==> src/x86d_pkg.sv <==
// Shared types, codes and decode helpers for the 16-bit x86 byte decoder.
// No dependencies; used by x86d_step and x86_16bit_instruction_byte_decoder.
`timescale 1ns / 1ps
`default_nettype none

package x86d_pkg;

    // Record status codes
    typedef enum logic [1:0] {
        ST_OK       = 2'd0,
        ST_BAD_OP   = 2'd1,
        ST_TRUNC    = 2'd2,
        ST_BAD_GRP  = 2'd3
    } status_t;

    // Instruction classes; CLS_BAD marks an opcode outside the subset
    typedef enum logic [2:0] {
        CLS_MOV_RM  = 3'd0,
        CLS_MOV_IMM = 3'd1,
        CLS_ALU_RM  = 3'd2,
        CLS_ALU_IMM = 3'd3,
        CLS_ALU_ACC = 3'd4,
        CLS_JCC     = 3'd5,
        CLS_LOOP    = 3'd6,
        CLS_BAD     = 3'd7
    } cls_t;

    // ALU operation codes
    typedef enum logic [1:0] {
        ALU_ADD  = 2'd0,
        ALU_SUB  = 2'd1,
        ALU_CMP  = 2'd2,
        ALU_NONE = 2'd3
    } alu_t;

    // ALU selector values from opcode bits 5..3 or ModRM reg
    localparam logic [2:0] SEL_ADD = 3'd0;
    localparam logic [2:0] SEL_SUB = 3'd5;
    localparam logic [2:0] SEL_CMP = 3'd7;

    // ModRM direct address: mod 00 with rm 110
    localparam logic [2:0] RM_DIRECT = 3'b110;

    // Per-instruction collection state
    typedef struct packed {
        logic [7:0]  opcode;
        logic [7:0]  modrm;
        logic [15:0] disp;
        logic [15:0] imm;
        logic [2:0]  taken;
        logic        halted;
    } dec_state_t;

    // One decoded record
    typedef struct packed {
        status_t     status;
        logic [2:0]  instr_class;
        logic [3:0]  sub_op;
        logic        wide;
        logic        direction;
        logic        sign_ext;
        logic [1:0]  mode;
        logic [2:0]  reg_sel;
        logic [2:0]  rm_sel;
        logic [15:0] displacement;
        logic [15:0] immediate;
        logic [2:0]  instr_length;
    } dec_record_t;

    function automatic cls_t classify(input logic [7:0] op);
        cls_t c;
        c = CLS_BAD;
        if (op == 8'h04 || op == 8'h05 || op == 8'h2C || op == 8'h2D ||
            op == 8'h3C || op == 8'h3D)                         c = CLS_ALU_ACC;
        else if ((op & 8'b11111100) == 8'b10001000)             c = CLS_MOV_RM;
        else if ((op & 8'b11110000) == 8'b10110000)             c = CLS_MOV_IMM;
        else if ((op & 8'b11111100) == 8'b10000000)             c = CLS_ALU_IMM;
        else if ((op & 8'b11111100) == 8'b00000000 ||
                 (op & 8'b11111100) == 8'b00101000 ||
                 (op & 8'b11111100) == 8'b00111000)             c = CLS_ALU_RM;
        else if ((op & 8'b11110000) == 8'b01110000)             c = CLS_JCC;
        else if ((op & 8'b11111100) == 8'b11100000)             c = CLS_LOOP;
        return c;
    endfunction

    function automatic alu_t alu_code(input logic [2:0] sel);
        alu_t a;
        if (sel == SEL_ADD)      a = ALU_ADD;
        else if (sel == SEL_SUB) a = ALU_SUB;
        else if (sel == SEL_CMP) a = ALU_CMP;
        else                     a = ALU_NONE;
        return a;
    endfunction

    function automatic logic has_modrm(input cls_t c);
        return (c == CLS_MOV_RM) || (c == CLS_ALU_RM) || (c == CLS_ALU_IMM);
    endfunction

    // Displacement byte count from class and ModRM
    function automatic logic [1:0] disp_len(input cls_t c, input logic [7:0] modrm);
        logic [1:0] n;
        n = 2'd0;
        if (c == CLS_JCC || c == CLS_LOOP)                       n = 2'd1;
        else if (!has_modrm(c))                                  n = 2'd0;
        else if (modrm[7:6] == 2'd1)                             n = 2'd1;
        else if (modrm[7:6] == 2'd2)                             n = 2'd2;
        else if (modrm[7:6] == 2'd0 && modrm[2:0] == RM_DIRECT)  n = 2'd2;
        return n;
    endfunction

    // Immediate byte count from class and opcode
    function automatic logic [1:0] imm_len(input cls_t c, input logic [7:0] op);
        logic [1:0] n;
        n = 2'd0;
        if (c == CLS_MOV_IMM)      n = op[3] ? 2'd2 : 2'd1;
        else if (c == CLS_ALU_ACC) n = op[0] ? 2'd2 : 2'd1;
        else if (c == CLS_ALU_IMM) n = (op[0] && !op[1]) ? 2'd2 : 2'd1;
        return n;
    endfunction

    function automatic logic [15:0] sext8(input logic [15:0] v);
        return {{8{v[7]}}, v[7:0]};
    endfunction

endpackage

`default_nettype wire

==> src/x86_16bit_instruction_byte_decoder.sv <==
// Top level of the 16-bit x86 instruction byte decoder: state and record
// registers around the decode step. Depends on x86d_pkg and x86d_step.
//
//  channel   dir  ports                                     one request is
//  s_        in   s_valid s_ready s_code_byte s_stream_end   one stream byte
//  m_        out  m_valid m_ready m_status ... m_instr_length one decoded record
//
// One byte per cycle while s_ready is high; a record appears the cycle
// after its last byte. The decode step is combinational between the state
// registers and the record register. s_ready falls only while a record
// waits and m_ready is low. Synchronous active-low reset clears the
// collection state and the record valid.
`timescale 1ns / 1ps
`default_nettype none

module x86_16bit_instruction_byte_decoder (
    input  wire logic        aclk,
    input  wire logic        aresetn,
    input  wire logic        s_valid,
    output logic             s_ready,
    input  wire logic [7:0]  s_code_byte,
    input  wire logic        s_stream_end,
    output logic             m_valid,
    input  wire logic        m_ready,
    output logic [1:0]       m_status,
    output logic [2:0]       m_instr_class,
    output logic [3:0]       m_sub_op,
    output logic             m_wide,
    output logic             m_direction,
    output logic             m_sign_ext,
    output logic [1:0]       m_mode,
    output logic [2:0]       m_reg_sel,
    output logic [2:0]       m_rm_sel,
    output logic [15:0]      m_displacement,
    output logic [15:0]      m_immediate,
    output logic [2:0]       m_instr_length
);

    x86d_pkg::dec_state_t  state_reg;
    x86d_pkg::dec_state_t  state_next;
    x86d_pkg::dec_record_t rec_reg;
    x86d_pkg::dec_record_t rec_next;
    logic                  m_valid_reg;
    logic                  m_valid_next;
    logic                  emit;
    logic                  accept;

    x86d_step u_step (
        .code_byte  (s_code_byte),
        .stream_end (s_stream_end),
        .cur        (state_reg),
        .nxt        (state_next),
        .emit       (emit),
        .rec        (rec_next)
    );

    // Accept while the record register is empty or draining
    assign s_ready = !m_valid_reg || m_ready;
    assign accept  = s_valid && s_ready;

    always_comb begin
        m_valid_next = m_valid_reg && !m_ready;
        if (accept) m_valid_next = emit;
    end

    // Advance the collection state
    always_ff @(posedge aclk) begin
        if (!aresetn) begin
            state_reg <= '0;
        end else if (accept) begin
            state_reg <= state_next;
        end
    end

    // Hold the record until taken
    always_ff @(posedge aclk) begin
        if (!aresetn) begin
            m_valid_reg <= 1'b0;
        end else begin
            m_valid_reg <= m_valid_next;
        end
    end

    always_ff @(posedge aclk) begin
        if (accept && emit) rec_reg <= rec_next;
    end

    assign m_valid        = m_valid_reg;
    assign m_status       = rec_reg.status;
    assign m_instr_class  = rec_reg.instr_class;
    assign m_sub_op       = rec_reg.sub_op;
    assign m_wide         = rec_reg.wide;
    assign m_direction    = rec_reg.direction;
    assign m_sign_ext     = rec_reg.sign_ext;
    assign m_mode         = rec_reg.mode;
    assign m_reg_sel      = rec_reg.reg_sel;
    assign m_rm_sel       = rec_reg.rm_sel;
    assign m_displacement = rec_reg.displacement;
    assign m_immediate    = rec_reg.immediate;
    assign m_instr_length = rec_reg.instr_length;

    // A halted decoder holds no partial instruction
    a_halt_clear: assert property (@(posedge aclk) disable iff (!aresetn)
        state_reg.halted |-> state_reg.taken == 3'd0)
        else $error("halted with partial instruction");

    // At most five bytes are ever pending
    a_taken_max: assert property (@(posedge aclk) disable iff (!aresetn)
        state_reg.taken < 3'd6)
        else $error("byte count out of range");

    // Bytes dropped while halted give no record
    a_halt_quiet: assert property (@(posedge aclk) disable iff (!aresetn)
        accept && state_reg.halted |-> !emit)
        else $error("record while halted");

    // A complete instruction ends on the byte after the pending ones
    a_ok_len: assert property (@(posedge aclk) disable iff (!aresetn)
        accept && emit && rec_next.status == x86d_pkg::ST_OK |->
            state_reg.taken != 3'd0 && rec_next.instr_length == state_reg.taken + 3'd1)
        else $error("completed length mismatch");

endmodule

`default_nettype wire

==> src/x86d_step.sv <==
// Combinational decode step: one stream byte plus the collection state
// give the next state and at most one record. Depends on x86d_pkg.
`timescale 1ns / 1ps
`default_nettype none

module x86d_step (
    input  wire logic [7:0]           code_byte,
    input  wire logic                 stream_end,
    input  wire x86d_pkg::dec_state_t cur,
    output x86d_pkg::dec_state_t      nxt,
    output logic                      emit,
    output x86d_pkg::dec_record_t     rec
);

    x86d_pkg::cls_t cls_in;
    x86d_pkg::cls_t cls_lat;
    x86d_pkg::cls_t cls_w;
    x86d_pkg::alu_t grp_alu;
    logic           m_lat;
    logic           m_w;
    logic [1:0]     d_lat;
    logic [1:0]     d_w;
    logic [1:0]     i_w;
    logic [2:0]     k_pos;
    logic [2:0]     k_imm;
    logic [2:0]     total;
    logic [7:0]     w_opc;
    logic [7:0]     w_modrm;
    logic [15:0]    w_disp;
    logic [15:0]    w_imm;
    logic [2:0]     w_taken;
    logic           grp_bad;
    logic           modrm_ok;
    logic           done;

    assign cls_in  = x86d_pkg::classify(code_byte);
    assign cls_lat = x86d_pkg::classify(cur.opcode);
    assign m_lat   = x86d_pkg::has_modrm(cls_lat);
    assign d_lat   = x86d_pkg::disp_len(cls_lat, cur.modrm);
    assign k_pos   = cur.taken - 3'd1 - {2'd0, m_lat};
    assign k_imm   = k_pos - {1'b0, d_lat};
    assign grp_alu = x86d_pkg::alu_code(code_byte[5:3]);

    // Take the byte into the proper latch
    always_comb begin
        w_opc   = cur.opcode;
        w_modrm = cur.modrm;
        w_disp  = cur.disp;
        w_imm   = cur.imm;
        w_taken = cur.taken + 3'd1;
        grp_bad = 1'b0;
        if (cur.taken == 3'd0) begin
            w_opc   = code_byte;
            w_modrm = 8'd0;
            w_disp  = 16'd0;
            w_imm   = 16'd0;
        end else if (m_lat && cur.taken == 3'd1) begin
            w_modrm = code_byte;
            grp_bad = (cls_lat == x86d_pkg::CLS_ALU_IMM) && (grp_alu == x86d_pkg::ALU_NONE);
        end else if (k_pos < {1'b0, d_lat}) begin
            if (k_pos == 3'd0) w_disp = {8'd0, code_byte};
            else               w_disp = {code_byte, cur.disp[7:0]};
        end else begin
            if (k_imm == 3'd0) w_imm = {8'd0, code_byte};
            else               w_imm = {code_byte, cur.imm[7:0]};
        end
    end

    assign cls_w    = (cur.taken == 3'd0) ? cls_in : cls_lat;
    assign m_w      = x86d_pkg::has_modrm(cls_w);
    assign d_w      = x86d_pkg::disp_len(cls_w, w_modrm);
    assign i_w      = x86d_pkg::imm_len(cls_w, w_opc);
    assign total    = 3'd1 + {2'd0, m_w} + {1'b0, d_w} + {1'b0, i_w};
    assign modrm_ok = m_w && (w_taken >= 3'd2);
    assign done     = !(m_w && w_taken < 3'd2) && (w_taken >= total);

    // Pick the outcome and build the record
    always_comb begin
        x86d_pkg::alu_t a;
        nxt  = cur;
        emit = 1'b0;
        rec  = '0;
        a    = x86d_pkg::alu_code(w_modrm[5:3]);
        if (cur.halted) begin
            // drop bytes until the stream ends
            if (stream_end) nxt = '0;
        end else if (cur.taken == 3'd0 && cls_in == x86d_pkg::CLS_BAD) begin
            emit              = 1'b1;
            rec.status        = x86d_pkg::ST_BAD_OP;
            rec.instr_length  = 3'd1;
            nxt               = '0;
            nxt.halted        = !stream_end;
        end else begin
            // opcode- and ModRM-derived fields
            rec.instr_class = cls_w;
            unique case (cls_w)
                x86d_pkg::CLS_MOV_RM: begin
                    rec.wide      = w_opc[0];
                    rec.direction = w_opc[1];
                end
                x86d_pkg::CLS_MOV_IMM: begin
                    rec.wide    = w_opc[3];
                    rec.reg_sel = w_opc[2:0];
                end
                x86d_pkg::CLS_ALU_RM: begin
                    rec.sub_op    = {2'd0, x86d_pkg::alu_code(w_opc[5:3])};
                    rec.wide      = w_opc[0];
                    rec.direction = w_opc[1];
                end
                x86d_pkg::CLS_ALU_IMM: begin
                    if (modrm_ok && a != x86d_pkg::ALU_NONE) rec.sub_op = {2'd0, a};
                    rec.wide     = w_opc[0];
                    rec.sign_ext = w_opc[1];
                end
                x86d_pkg::CLS_ALU_ACC: begin
                    rec.sub_op = {2'd0, x86d_pkg::alu_code(w_opc[5:3])};
                    rec.wide   = w_opc[0];
                end
                x86d_pkg::CLS_JCC:  rec.sub_op = w_opc[3:0];
                x86d_pkg::CLS_LOOP: rec.sub_op = {2'd0, w_opc[1:0]};
                default: ;
            endcase
            if (modrm_ok) begin
                rec.mode    = w_modrm[7:6];
                rec.reg_sel = w_modrm[5:3];
                rec.rm_sel  = w_modrm[2:0];
            end

            priority if (grp_bad) begin
                emit             = 1'b1;
                rec.status       = x86d_pkg::ST_BAD_GRP;
                rec.instr_length = 3'd2;
                nxt              = '0;
            end else if (done) begin
                emit             = 1'b1;
                rec.status       = x86d_pkg::ST_OK;
                rec.displacement = (d_w == 2'd1) ? x86d_pkg::sext8(w_disp) : w_disp;
                rec.immediate    = (i_w == 2'd1 && cls_w != x86d_pkg::CLS_MOV_IMM) ?
                                   x86d_pkg::sext8(w_imm) : w_imm;
                rec.instr_length = total;
                nxt              = '0;
            end else if (stream_end) begin
                emit             = 1'b1;
                rec.status       = x86d_pkg::ST_TRUNC;
                rec.instr_length = w_taken;
                nxt              = '0;
            end else begin
                nxt.opcode = w_opc;
                nxt.modrm  = w_modrm;
                nxt.disp   = w_disp;
                nxt.imm    = w_imm;
                nxt.taken  = w_taken;
                nxt.halted = 1'b0;
            end
        end
    end

endmodule

`default_nettype wire

==> config.mk <==
export PLATFORM = sky130hd
export DESIGN_NAME = x86_16bit_instruction_byte_decoder
export DESIGN_NICKNAME = d
export VERILOG_FILES = /design/src/x86d_pkg.sv /design/src/x86_16bit_instruction_byte_decoder.sv /design/src/x86d_step.sv
export SDC_FILE = /design/constraint.sdc
export NUM_CORES = 1
export LEC_CHECK = 0
export BUFFER_PORTS_ARGS = -buffer_cell sky130_fd_sc_hd__buf_2
export CORE_MARGIN = 2
export CORE_UTILIZATION = 65
export CTS_CLUSTER_SIZE = 16
export DETAILED_ROUTE_END_ITERATION = 16
export PLACE_DENSITY_LB_ADDON = 0.05
export SLEW_MARGIN = 20
export SYNTH_ARGS = -nofsm -noshare
export SYNTH_HDL_FRONTEND = slang
export SYNTH_HIERARCHICAL = 1
export SYNTH_SLANG_ARGS = --single-unit
==> constraint.sdc <==
create_clock -name aclk -period 18.3 [get_ports aclk]
set_clock_uncertainty 0.1 [all_clocks]
set_input_delay 0 -clock aclk [delete_from_list [all_inputs] [get_ports aclk]]
set_output_delay 0 -clock aclk [all_outputs]
set_load 0.05 [all_outputs]
* Word-level counts from Yosys, hierarchy flattened *
Index checks and enable logic that the tools add are counted.

storage, ports and cells
  register bits after elaboration = 108
  output and inout port bits = 57

operators by class
  add/subtract/negate cells = 7
  order comparisons = 4
  equal/unequal tests = 56
  muxes and demuxes = 80
  bitwise logic cells = 4
  reductions and logical operators = 64

operator list
  kind                                                  number
  2-to-1 mux 52 bit                                     6
  2-to-1 mux 16 bit                                     10
  equality test 8 x 6 -> 1 bit (second input constant)  8
  2-to-1 mux 2 bit                                      27
  2-to-1 mux 3 bit                                      16
  equality test 3 bit (second input constant)           14
  equality test 6 bit (second input constant)           6
  equality test 8 x 3 -> 1 bit (second input constant)  4
  equality test 6 x 4 -> 1 bit (second input constant)  4
  logical NOT 3 bit                                     8
  2-to-1 mux 8 bit                                      3
  logical OR 1 bit                                      21
  logical NOT 8 bit                                     2
  case mux 4 bit (4 select lines)                       1
  2-to-1 mux 1 bit                                      15
  logical AND 1 bit                                     14
  equality test 3 x 2 -> 1 bit (second input constant)  4
  OR reduction 3 bit                                    4
  equality test 2 x 1 -> 1 bit (second input constant)  4
  equality test 4 x 3 -> 1 bit (second input constant)  2
  equality test 4 bit (second input constant)           2
  OR reduction 4 bit                                    2
  adder 3 x 2 -> 3 bit                                  2
  equality test 2 bit (second input constant)           3
  other kinds (21)                                      33

* Depth between registers and ports, before layout *
Gate-level depths: netlist (run 1).

  depth in word-level cells = 30
  depth in mapped cells = 27

* Hierarchy *
The synthesis (run 1) kept the hierarchy.

by module, submodules not included
  module                              times used  cells each  area each (um2)  seq. area each (um2)
  x86_16bit_instruction_byte_decoder  1           287         3842.4           2712.6
  x86d_step                           1           477         3030.4           0.0

* Least setup slack after synthesis (run 1) *
No wires, ideal clock.

  path kind = reg-to-reg
  start point = register state_reg[1] in the netlist's numbering
  end point = register rec_reg, in the netlist m_direction, enable pin
  library setup time = 0.474 ns
  arrival = 6.979 ns
  required time = 17.726 ns
  setup slack = 10.746 ns
  cell stages (with the launch flop) = 22
  clock period less this slack = 7.554 ns
  path through = dfxtp_1 -> inv_1 -> ha_1 -> nor2b_1 -> clkbuf_1 -> buf_2 -> mux2i_1 -> nand2b_1 -> a32oi_1 -> a21boi_0 -> ha_1 -> inv_1 -> ha_1 -> inv_1 -> fa_1 -> xor2_1 -> ha_1 -> a21oi_1 -> or2_2 -> a31oi_1 -> nand2_1 -> nor2b_1

between the ends
  longest elaborated chain between the ends = 20
  elaborated cells on any way between the ends = 52
  those cells by class = 4 x add/sub; 2 x order compare; 10 x eq/ne; 21 x mux; 15 x reduce/logical

RTL lines
  what                                                             RTL line                                  RTL
  start: declaration                                               x86_16bit_instruction_byte_decoder.sv:39  x86d_pkg::dec_state_t state_reg;
  start signal: assignment                                         x86_16bit_instruction_byte_decoder.sv:71  state_reg <= state_next;
  equality test 3 x 1 -> 1 bit                                     x86d_step.sv:57                           end else if (m_lat && cur.taken == 3'd1) begin
  logical AND 1 bit                                                x86d_step.sv:57
  2-to-1 mux 8 bit                                                 x86d_step.sv:57
  2-to-1 mux 8 bit                                                 x86d_step.sv:52                           if (cur.taken == 3'd0) begin
  equality test 3 bit / logical NOT 2 bit (equally long branches)  x86d_pkg.sv:107                           else if (modrm[7:6] == 2'd0 && modrm[2:0] == RM_DIRECT) n = 2'd2;
  logical AND 1 bit                                                x86d_pkg.sv:107
  2-to-1 mux 2 bit                                                 x86d_pkg.sv:107
  2-to-1 mux 2 bit                                                 x86d_pkg.sv:106                           else if (modrm[7:6] == 2'd2) n = 2'd2;
  [5 not listed]                                                   n/a
  >= comparator 3 bit                                              x86d_step.sv:75                           assign done = !(m_w && w_taken < 3'd2) && (w_taken >= total);
  logical AND 1 bit                                                x86d_step.sv:75
  2-to-1 mux 1 bit                                                 x86d_step.sv:134                          end else if (done) begin
  2-to-1 mux 1 bit                                                 x86d_step.sv:129                          priority if (grp_bad) begin
  2-to-1 mux 1 bit (*)                                             x86d_step.sv:87                           end else if (cur.taken == 3'd0 && cls_in == x86d_pkg::CLS_BAD) begin
  2-to-1 mux 1 bit (*)                                             x86d_step.sv:84                           if (cur.halted) begin
  via emit                                                         x86_16bit_instruction_byte_decoder.sv:45  logic emit;
  logical AND 1 bit (*)                                            x86_16bit_instruction_byte_decoder.sv:85  if (accept && emit) rec_reg <= rec_next;
  end signal: assignment                                           x86_16bit_instruction_byte_decoder.sv:85
  end: declaration                                                 x86_16bit_instruction_byte_decoder.sv:41  x86d_pkg::dec_record_t rec_reg;

Mark *: on every way through the listed nets, which the timed path passes. The rest lies on a longest branch. The select of a mux whose other input is x is not followed.
A chain may end at the register's enable or synchronous reset.

* Final worst setup path (run 1) *
  start point = register state_reg[1] in the netlist's numbering
  end point = register rec_reg, in the netlist m_displacement[5], enable pin

Same word-level chain as after synthesis.

==> flow_summary_export.csv, run 1 <==
group,metric,value,unit
run_status,run_status,"complete, no violations",
grt,grt_remaining_overflow,0,
timing,max_slew.worst_pin.slew,1.15,ns
floorplanning,dieArea,11400,um2
timing,max_freq,0.142,GHz
timing,rsz0062_at_grt,"no",
cells_and_area,n_antenna_cell,0,
clocking,cell_at_the_root_of_the_clock_tree,"clkbuf_8",
routing,firstDrtPassIters,5,
critical_path,cp.arrival,6.96,ns
power,p_total,635,uW
cells_and_area,drive_gt1_share,15.9,%
place,finalWeightedCongestion,0.938,
power,cellPowerDensity,87.6,nW/um2
synthesis,synthArstFlopShare,0,%
cells_and_area,finalNetCount,817,
power,vdd_ir_drop_max,0.0650,mV
grt,grt_max_degree,106,
clocking,cts.sink_count,108,
synthesis,mappedNetlistNets,792,
synthesis,syn-mean-instance-area,9.00,um2
min_path,hold_class,"input pin to flop",
timing,finalHoldViolCount,0,
floorplanning,floorplan.io_pins,70,
grt,gr-usage-all-layers,32.1,%
power,share_of_power_burned_in_registers,44.5,%
clocking,post-cts-setup-buffers,0,
timing,finalCritPeriodShare,38.4,%
synthesis,syn-instance-count,764,
critical_path,criticalPathCategory,"flop to flop",
power,p_switching,257,uW
cells_and_area,area_growth,5.44,%
critical_path,worstPathMaxFanout,39,
synthesis,post_synth_instance_area,6870,um2
clocking,num_cts_buffers,9,
floorplanning,core,10300,um2
timing,worst_slew_margin_rel,23.0,%
clocking,tritoncts,"built",
synthesis,synth.distinct_cells,79,
synthesis,synth.yosys.seq_area_share,39.5,%
power,share_comb_of_total_power,34.5,%
timing,final_period_minus_worst_setup_slack,7.02,ns
routing,drt_wl_total,17900,um
place,dp_hpwl,11600,um
critical_path,crit_path_start_kind,"flop",
power,p_leak,2.76,nW
cells_and_area,fillCellCount,835,
routing,wl_per_cell,19.3,um
routing,drcViolationCount,0,
grt,number_of_antenna_violations_at_the_first_check_in_global_routing,0,
clocking,clkLatencyLatePin,0.40,ns
floorplanning,fp-row-count,37,
routing,first_iter_violations,633,
synthesis,synthesis.yosys.warnings,6,
timing,final-setup-viol-count,0,
synthesis,synth_top_flop_cell,"edfxtp_1",
routing,detailroute.via_count,5922,
floorplanning,die_width,107,um
grt,vias_in_the_first_global_route,5517,
clocking,clk_path_buf_depth,2,
synthesis,synth_enable_flop_cells,55,
critical_path,critical_path.endpoint_type,"flop",
routing,routed_via_count_divided_by_cell_count,6.37,
grt,grt_pass1_wl,28200,um
clocking,htree_num_levels,3,
timing,finalMaxSlewViolations,0,
floorplanning,start_util,66.9,%
power,power_switching_share,40.4,%
timing,post_route_setup_tns,0,ns
cells_and_area,number_of_flip_flops_in_the_largest_register,52,
clocking,clk_pin_slew_worst_paths,0.10,ns
clocking,cts-resized-gates,0,
power,cell_internal_pwr,378,uW
floorplanning,chipHeight,107,um
critical_path,critPathRequiredTime,18.24,ns
flow_run,max_cap_viol_count,0,
synthesis,ys_ff_latch,108,
routing,drt.antenna.violating_nets,0,
place,buffer_ports.inserted,69,
power,pwr-share-clk,21.0,%
## final timing paths
kind | start | to | slack (ns) | cells past startpoint
setup / recovery | state_reg[1] | m_displacement[5] | 11.28 | 22
hold / removal | s_valid | m_reg_sel[0] | 0.04 | 3
setup reg to reg | state_reg[1] | m_displacement[5] | 11.28 | 22
hold reg to reg | state_reg[22] | state_reg[22] | 0.38 | 2
## kinds of logic (layout without fill, tap and decap cells)
logic type | after synthesis | count (layout) | synth area share (%)
multiplexers | 66 | 66 | 9.61
XOR/XNOR | 8 | 8 | 1.02
AO/OA/AOI/OAI | 166 | 166 | 18.3
buffers and inverters | 83 | 113 | 6.83
adder cells (fa/ha/maj) | 15 | 15 | 2.95
AND/OR/NAND/NOR | 318 | 318 | 21.8
flip-flops | 108 | 108 | 39.5
## cell usage after synthesis, types with 7 or more instances
cell | number | area [um2]
nand2_1 | 188 | 706
mux2i_1 | 66 | 661
edfxtp_1 | 55 | 1650
dfxtp_1 | 53 | 1060
nor2_1 | 46 | 173
a21oi_1 | 38 | 190
a22o_1 | 35 | 307
clkbuf_1 | 29 | 109
buf_2 | 18 | 90.1
inv_1 | 18 | 67.6
o21ai_0 | 18 | 90.1
nor3_1 | 16 | 80.1
ha_1 | 13 | 163
o21ai_1 | 13 | 65.1
a22oi_1 | 9 | 67.6
a31oi_1 | 8 | 50.1
or3_1 | 8 | 50.1
nand2b_1 | 7 | 43.8
## repair_timing
action | 4_1_cts | 5_1_grt
setup endpoints to repair | 0 | 0
endpoints found under the hold margin | 3 | 0
hold buffers | 3 | 0
## power groups by stage
stage	combinational [mW]	clock, mW	sequential [mW]
6_report	0.219	0.133	0.283
5_1_grt	0.231	0.143	0.285
4_1_cts	0.215	0.135	0.283
3_5_place_dp	0.214	0	0.288
3_3_place_gp	0.210	0	0.288
2_1_floorplan	0.114	0	0.347
## cell usage in the layout (no fill, tap or decap), types with 3 or more instances in the layout
| cell type | count |
|---|---|
| a21boi_0 | 3 |
| a21oi_1 | 38 |
| a22o_1 | 35 |
| a22oi_1 | 9 |
| a31oi_1 | 8 |
| a41o_1 | 6 |
| and2_1 | 3 |
| and3_1 | 5 |
| buf_2 | 69 |
| buf_4 | 7 |
| clkbuf_8 | 9 |
| clkinv_1 | 3 |
| dfxtp_1 | 53 |
| dlygate4sd3_1 | 3 |
| edfxtp_1 | 55 |
| ha_1 | 13 |
| inv_1 | 18 |
| mux2i_1 | 66 |
| nand2_1 | 188 |
| nand2b_1 | 7 |
| nand2b_4 | 3 |
| nand3_1 | 6 |
| nor2_1 | 45 |
| nor3_1 | 16 |
| nor3b_1 | 3 |
| nor4_1 | 3 |
| o21ai_0 | 18 |
| o21ai_1 | 13 |
| o21bai_1 | 3 |
| or2_2 | 5 |
| or3_1 | 8 |
| xor2_1 | 6 |
## per-layer routing
layer | track usage (%) | share of wire (%) | vias up
li1 | - | - | 2761
met1 | 42.7 | 42 | 2804
met2 | 50.5 | 46 | 306
met3 | 6.87 | 9.1 | 51
met4 | 14.4 | 2.9 | 0
met5 | 0 | 0 | -
## metrics by stage
stage / cells / worst slack (ns) / cell area, um2 / util (%) / hold slack (ns)
after floorplan: 764 / 10.75 / 6870 / - / 0.0702
after global placement: 911 / 11.72 / 7050 / 68.6 / 0.300
after detailed placement: 911 / 11.41 / 7050 / 68.6 / 0.292
after CTS: 930 / 11.38 / 7250 / 70.5 / 0.0253
after global routing: 930 / 10.80 / 7250 / 70.5 / 0.0548
final: 930 / 11.28 / 7250 / 70.5 / 0.0399
## area by class of cell
type | instances | area [um2] | share of cell area [%]
clock buffer | 9 | 124 | 1.71
multi-input combinational | 573 | 3700 | 51.1
sequential | 108 | 2710 | 37.4
timing repair buffer | 79 | 428 | 5.90
tap | 136 | 170 | 2.35
inverter | 18 | 67.6 | 0.932
clock inverter | 7 | 41.3 | 0.570
## critical path: stages (launching register included)
cell	delay, ns
dfxtp_1	0.41
inv_1	0.11
ha_1	0.17
nor2b_2	0.13
buf_4	0.41
nor2_1	0.13
a22oi_2	0.67
nor3_1	0.22
a32oi_1	0.79
a21boi_0	0.27
ha_1	0.25
inv_1	0.06
ha_1	0.13
inv_1	0.05
fa_1	0.50
ha_1	0.31
a21o_1	0.11
a21oi_1	0.15
or2_2	0.36
a31oi_1	0.17
nand2_1	0.12
nor2b_4	0.42
buf_4	0.56
(Power assumes the default switching activity.)
==> run 2: changes to the inputs <==
--- a/config.mk
+++ b/config.mk
@@ -7,7 +7,7 @@
 export LEC_CHECK = 0
 export BUFFER_PORTS_ARGS = -buffer_cell sky130_fd_sc_hd__buf_2
 export CORE_MARGIN = 2
-export CORE_UTILIZATION = 65
+export CORE_UTILIZATION = 54
 export CTS_CLUSTER_SIZE = 16
 export DETAILED_ROUTE_END_ITERATION = 16
 export PLACE_DENSITY_LB_ADDON = 0.05
==> constraint.sdc (replaced) <==
create_clock -name aclk -period 5.7 [get_ports aclk]
set_clock_uncertainty 0.1 [all_clocks]
set_input_delay 0 -clock aclk [delete_from_list [all_inputs] [get_ports aclk]]
set_output_delay 0 -clock aclk [all_outputs]
set_load 0.05 [all_outputs]
==> flow_summary_export.csv, run 2 (synthesized netlist as in run 1, its figures left out) <==
group,metric,value,unit
timing,max_freq,0.186,GHz
critical_path,worstPathMaxFanout,55,
critical_path,criticalPathCategory,"flop to flop",
clocking,num_cts_buffers,9,
floorplanning,core,12500,um2
timing,finalWorstSetupSlack,0.319,ns
place,buffer_ports.inserted,69,
critical_path,critical_path.endpoint_type,"flop",
grt,grt_use_met2,44.8,%
floorplanning,start_util,54.9,%
clocking,cts.sink_count,108,
cells_and_area,n_antenna_cell,0,
critical_path,rrSetupSlack,0.32,ns
timing,finalMaxSlewViolations,0,
clocking,cell_at_the_root_of_the_clock_tree,"clkbuf_16",
timing,final_period_minus_worst_setup_slack,5.38,ns
cells_and_area,fillCellCount,1135,
timing,finalCritPeriodShare,94.4,%
min_path,worst_hold_path.endpoint,"m_displacement[0]",
grt,number_of_antenna_violations_at_the_first_check_in_global_routing,0,
min_path,worstHoldStart,"s_code_byte[0]",
clocking,tritoncts,"built",
power,p_leak,2.95,nW
grt,vias_in_the_first_global_route,5468,
min_path,min_delay_path_depth,3,
clocking,htree_num_levels,3,
floorplanning,fp-row-count,41,
place,postPlaceCellArea,7300,um2
timing,worst_slew_margin_rel,28.5,%
routing,drt.antenna.violating_nets,0,
cells_and_area,layout_common_cells,"nand2_1, buf_2, mux2i_1, edfxtp_1, dfxtp_1",
place,dpl_worst_slack,0.181,ns
cells_and_area,area_growth,11.5,%
grt,grt_util_met3,4.38,%
grt,grt_max_degree,106,
critical_path,crit_path_start_kind,"flop",
floorplanning,chipHeight,117,um
power,vdd_ir_drop_max,0.162,mV
routing,firstDrtPassIters,5,
grt,grt_remaining_overflow,0,
place,dp_hpwl,12600,um
grt,grt_pass1_wl,29200,um
routing,first_iter_violations,482,
place,finalWeightedCongestion,0.953,
critical_path,rr_worst_depth,21,
run_status,run_status,"complete, no violations",
timing,finalHoldViolCount,0,
timing,max_slew.worst_pin.slew,1.07,ns
floorplanning,floorplan.io_pins,70,
routing,detailroute.via_count,5926,
floorplanning,dieArea,13600,um2
timing,rsz0062_at_grt,"no",
flow_run,max_cap_viol_count,0,
cells_and_area,finalNetCount,841,
clocking,clkLatencyLatePin,0.36,ns
clocking,clk_pin_slew_worst_paths,0.07,ns
cells_and_area,number_of_flip_flops_in_the_largest_register,52,
cells_and_area,drive_gt1_share,19.6,%
critical_path,cp.arrival,5.32,ns
clocking,clk_path_buf_depth,2,
grt,gr-usage-all-layers,28.1,%
routing,drcViolationCount,0,
power,p_total,2.32,mW
timing,fin_worst_hold_slack,0.0707,ns
grt,grt_use_met1,39.2,%
timing,final-setup-viol-count,0,
cells_and_area,design_area,7660,um2
power,cellPowerDensity,303,nW/um2
min_path,hold_class,"input pin to flop",
routing,drt_wl_total,18700,um
cells_and_area,layout.cells.most_common,"nand2_1",
grt,busiest_layer,"met2",
routing,wl_per_cell,18.9,um
routing,routed_via_count_divided_by_cell_count,5.99,
critical_path,worstReg2RegStart,"state_reg[51]",
timing,post_route_setup_tns,0,ns
critical_path,worstReg2RegEnd,"m_immediate[2]",
critical_path,critPathRequiredTime,5.64,ns
floorplanning,die_width,117,um
run 2: area by class of cell:
class                           instances  area, um2  share of cell area, %
Timing Repair Buffer                  103        618                   8.07
Clock inverter                          3       43.8                  0.572
Clock buffer                           13        260                   3.40
Multi-Input combinational cell        573       3740                   48.8
Sequential cell                       108       2720                   35.5
Tap cell                              172        215                   2.81
Inverter                               18       67.6                  0.882
run 2: how the worst max path moves through the flow:
stage                        from              to  slack [ns]  cells after the start
global route        state_reg[51]         m_valid        0.03                     21
detailed placement   state_reg[2]  m_immediate[5]        0.18                     23
floorplan            state_reg[1]     m_direction        0.02                     21
finish              state_reg[51]  m_immediate[2]        0.32                     21
CTS                  state_reg[2]  m_immediate[6]        0.12                     23
global placement     state_reg[1]  m_immediate[5]        0.31                     22
run 2: layer usage:
layer / vias to the layer above / wire (um)
li1: 2813 / -
met1: 2881 / 8530
met2: 208 / 8820
met3: 24 / 995
met4: 0 / 405
met5: - / 0
run 2: worst max-delay path: stages (launching register included):
cell and delay, ns:
dfxtp_1 0.53, nand2b_4 0.08, or3_1 0.39, a32oi_4 0.29, o22a_1 0.31, nor3_2 0.10
a32oi_4 0.18, a21boi_0 0.23, ha_1 0.26, inv_1 0.06, ha_1 0.13, inv_1 0.05
fa_1 0.50, ha_1 0.30, a21o_1 0.10, a21oi_1 0.07, buf_4 0.16, or2_2 0.33
a31oi_1 0.26, nand2_1 0.14, nor2b_4 0.14, buf_12 0.29
run 2: timing repair:
action                                  CTS  global route
gates resized for setup                   0             6
hold buffers                              2             0
buffers inserted                          0             3
endpoints found under the setup margin    0            85
hold endpoints to repair                  1             0
run 2: power breakdown:
| group | internal [mW] | switching [mW] |
|---|---|---|
| Clock | 0.366 | 0.289 |
| Combinational | 0.213 | 0.543 |
| Sequential | 0.887 | 0.0194 |
| Total | 1.47 | 0.851 |
run 2: through the flow:
stage	utilization [%]	instances
floorplan	-	764
global placement	58.3	969
detailed placement	58.3	969
CTS	60.9	987
global route	61.2	990
finish	61.2	990
==> run 3: changes to the inputs <==
--- a/config.mk
+++ b/config.mk
@@ -10,7 +10,7 @@
 export CORE_UTILIZATION = 54
 export CTS_CLUSTER_SIZE = 16
 export DETAILED_ROUTE_END_ITERATION = 16
-export PLACE_DENSITY_LB_ADDON = 0.05
+export PLACE_DENSITY = 0.77
 export SLEW_MARGIN = 20
 export SYNTH_ARGS = -nofsm -noshare
 export SYNTH_HDL_FRONTEND = slang
==> flow_summary_export.csv, run 3 (synthesized netlist as in run 1, its figures left out) <==
group,metric,value,unit
grt,grt_max_degree,106,
run_status,run_status,"complete, no violations",
clocking,post-cts-setup-buffers,0,
cells_and_area,design_area,7580,um2
floorplanning,fp-row-count,41,
place,postPlaceCellArea,7290,um2
critical_path,critPathSlowestCell,"dlygate4sd3_1",
min_path,worstHoldStart,"s_code_byte[0]",
cells_and_area,number_of_flip_flops_in_the_largest_register,52,
place,dp_hpwl,12300,um
floorplanning,core,12500,um2
place,count_of_placed_standard_cells_including_taps,966,
power,cellPowerDensity,297,nW/um2
min_path,worst_hold_path.endpoint,"m_displacement[0]",
cells_and_area,layout.cells.most_common,"nand2_1",
timing,worst_slew_margin_rel,28.8,%
cells_and_area,drive_gt1_share,18.3,%
timing,post_route_setup_tns,0,ns
power,vdd_ir_drop_max,0.154,mV
cells_and_area,layout_common_cells,"nand2_1, buf_2, mux2i_1, edfxtp_1, dfxtp_1",
cells_and_area,final-seq-area,2710,um2
critical_path,criticalPathCategory,"flop to flop",
min_path,hold_class,"input pin to flop",
critical_path,cp_top_family,"compound AO/OA/AOI/OAI gates",
routing,wl_per_cell,18.7,um
routing,firstDrtPassIters,5,
grt,grt_pass1_wl,28800,um
routing,drt.antenna.violating_nets,0,
power,p_leak,2.90,nW
critical_path,critical_path.endpoint_type,"flop",
timing,finalHoldViolCount,0,
timing,finalMaxSlewViolations,0,
critical_path,crit_chain,"nand2_1 > or3_1 > a32oi_4 > o22a_1 > nor3_2 > a32oi_4 > a21boi_0 > ha_1 > inv_1 > ha_1 > inv_1 > fa_1 > ha_1 > a21o_1 > a21oi_1 > buf_4 > or2_2 > a31oi_1 > nand2_1 > a21boi_0 > dlygate4sd3_1",
timing,finalCritPeriodShare,95.5,%
critical_path,crit_path_start_kind,"flop",
routing,drt_wl_total,18400,um
place,dpl_worst_slack,0.262,ns
timing,rsz0062_at_grt,"no",
timing,finalWorstSetupSlack,0.257,ns
critical_path,critPathRequiredTime,5.90,ns
cells_and_area,fillCellCount,1132,
cells_and_area,area_growth,10.3,%
clocking,clk_path_buf_depth,2,
timing,final_period_minus_worst_setup_slack,5.44,ns
floorplanning,chipHeight,117,um
critical_path,rr_worst_depth,21,
cells_and_area,finalNetCount,835,
clocking,htree_num_levels,3,
timing,fin_worst_hold_slack,0.0872,ns
clocking,cts.sink_count,108,
cells_and_area,n_antenna_cell,0,
floorplanning,die_width,117,um
place,finalWeightedCongestion,0.936,
grt,grt_remaining_overflow,0,
clocking,num_cts_buffers,9,
routing,routed_via_count_divided_by_cell_count,6.14,
routing,detailroute.via_count,6043,
grt,number_of_antenna_violations_at_the_first_check_in_global_routing,0,
floorplanning,start_util,54.9,%
clocking,cell_at_the_root_of_the_clock_tree,"clkbuf_16",
critical_path,cp.arrival,5.64,ns
floorplanning,dieArea,13600,um2
clocking,clkLatencyLatePin,0.36,ns
power,p_total,2.25,mW
routing,drcViolationCount,0,
grt,gr-usage-all-layers,27.6,%
grt,vias_in_the_first_global_route,5654,
critical_path,worstReg2RegEnd,"m_valid",
critical_path,worstReg2RegStart,"state_reg[49]",
critical_path,rrSetupSlack,0.26,ns
timing,max_slew.worst_pin.slew,1.07,ns
cells_and_area,multi_input_area,3740,um2
critical_path,critPathBufInv,4,
clocking,tritoncts,"built",
timing,final-setup-viol-count,0,
cells_and_area,post-route-util,60.6,%
flow_run,max_cap_viol_count,0,
critical_path,critPathMaxStageDelay,0.56,ns
clocking,clk_pin_slew_worst_paths,0.07,ns
critical_path,critPathMostFrequentCell,"ha_1",
floorplanning,floorplan.io_pins,70,
critical_path,worstPathMaxFanout,11,
cells_and_area,fin_cells,984,
place,buffer_ports.inserted,69,
timing,max_freq,0.184,GHz
routing,first_iter_violations,727,
min_path,min_delay_path_depth,3,
run 3: worst max-delay path by stage:
stage	start	end	cells after the start
floorplan	state_reg[1]	m_direction	21
global placement	state_reg[1]	m_immediate[3]	23
detailed placement	state_reg[1]	m_immediate[3]	23
CTS	state_reg[1]	m_immediate[5]	23
global route	state_reg[49]	m_valid	21
finish	state_reg[49]	m_valid	21
run 3: report_power, final:
group | switching, mW | total, mW | leakage (nW) | internal, mW
combinational | 0.540 | 0.751 | 1.80 | 0.211
sequential | 0.0204 | 0.908 | 0.972 | 0.887
clock | 0.280 | 0.590 | 0.130 | 0.310
run 3: layout make-up:
cell class / instances / area share (%)
clock inverter: 3 / 0.281
inverter: 18 / 0.891
clock buffer: 13 / 3.30
timing repair buffer: 97 / 7.56
tap: 172 / 2.84
sequential: 108 / 35.8
multi-input combinational: 573 / 49.4
run 3: what timing repair did:
item | in CTS | in global routing
hold buffers | 2 | 0
endpoints found under the setup margin | 0 | 81
endpoints found under the hold margin | 1 | 0
resized for setup | 0 | 1
run 3: routing by layer:
metal / wire [um] / share of wire [%] / GRT usage [%]
met5: 0 / 0 / 0
met3: 1440 / 7.8 / 4.84
met4: 400 / 2.2 / 10.1
met1: 7720 / 42 / 36.6
met2: 8890 / 48 / 45.4
run 3: tightest hold or removal path, delay by kind of cell:
kind / cells / cell delay, ns
AOI/OAI and AO/OA: 1 / 0.07
buffers and inverters: 1 / 0.20
and+or+nand+nor: 1 / 0.10
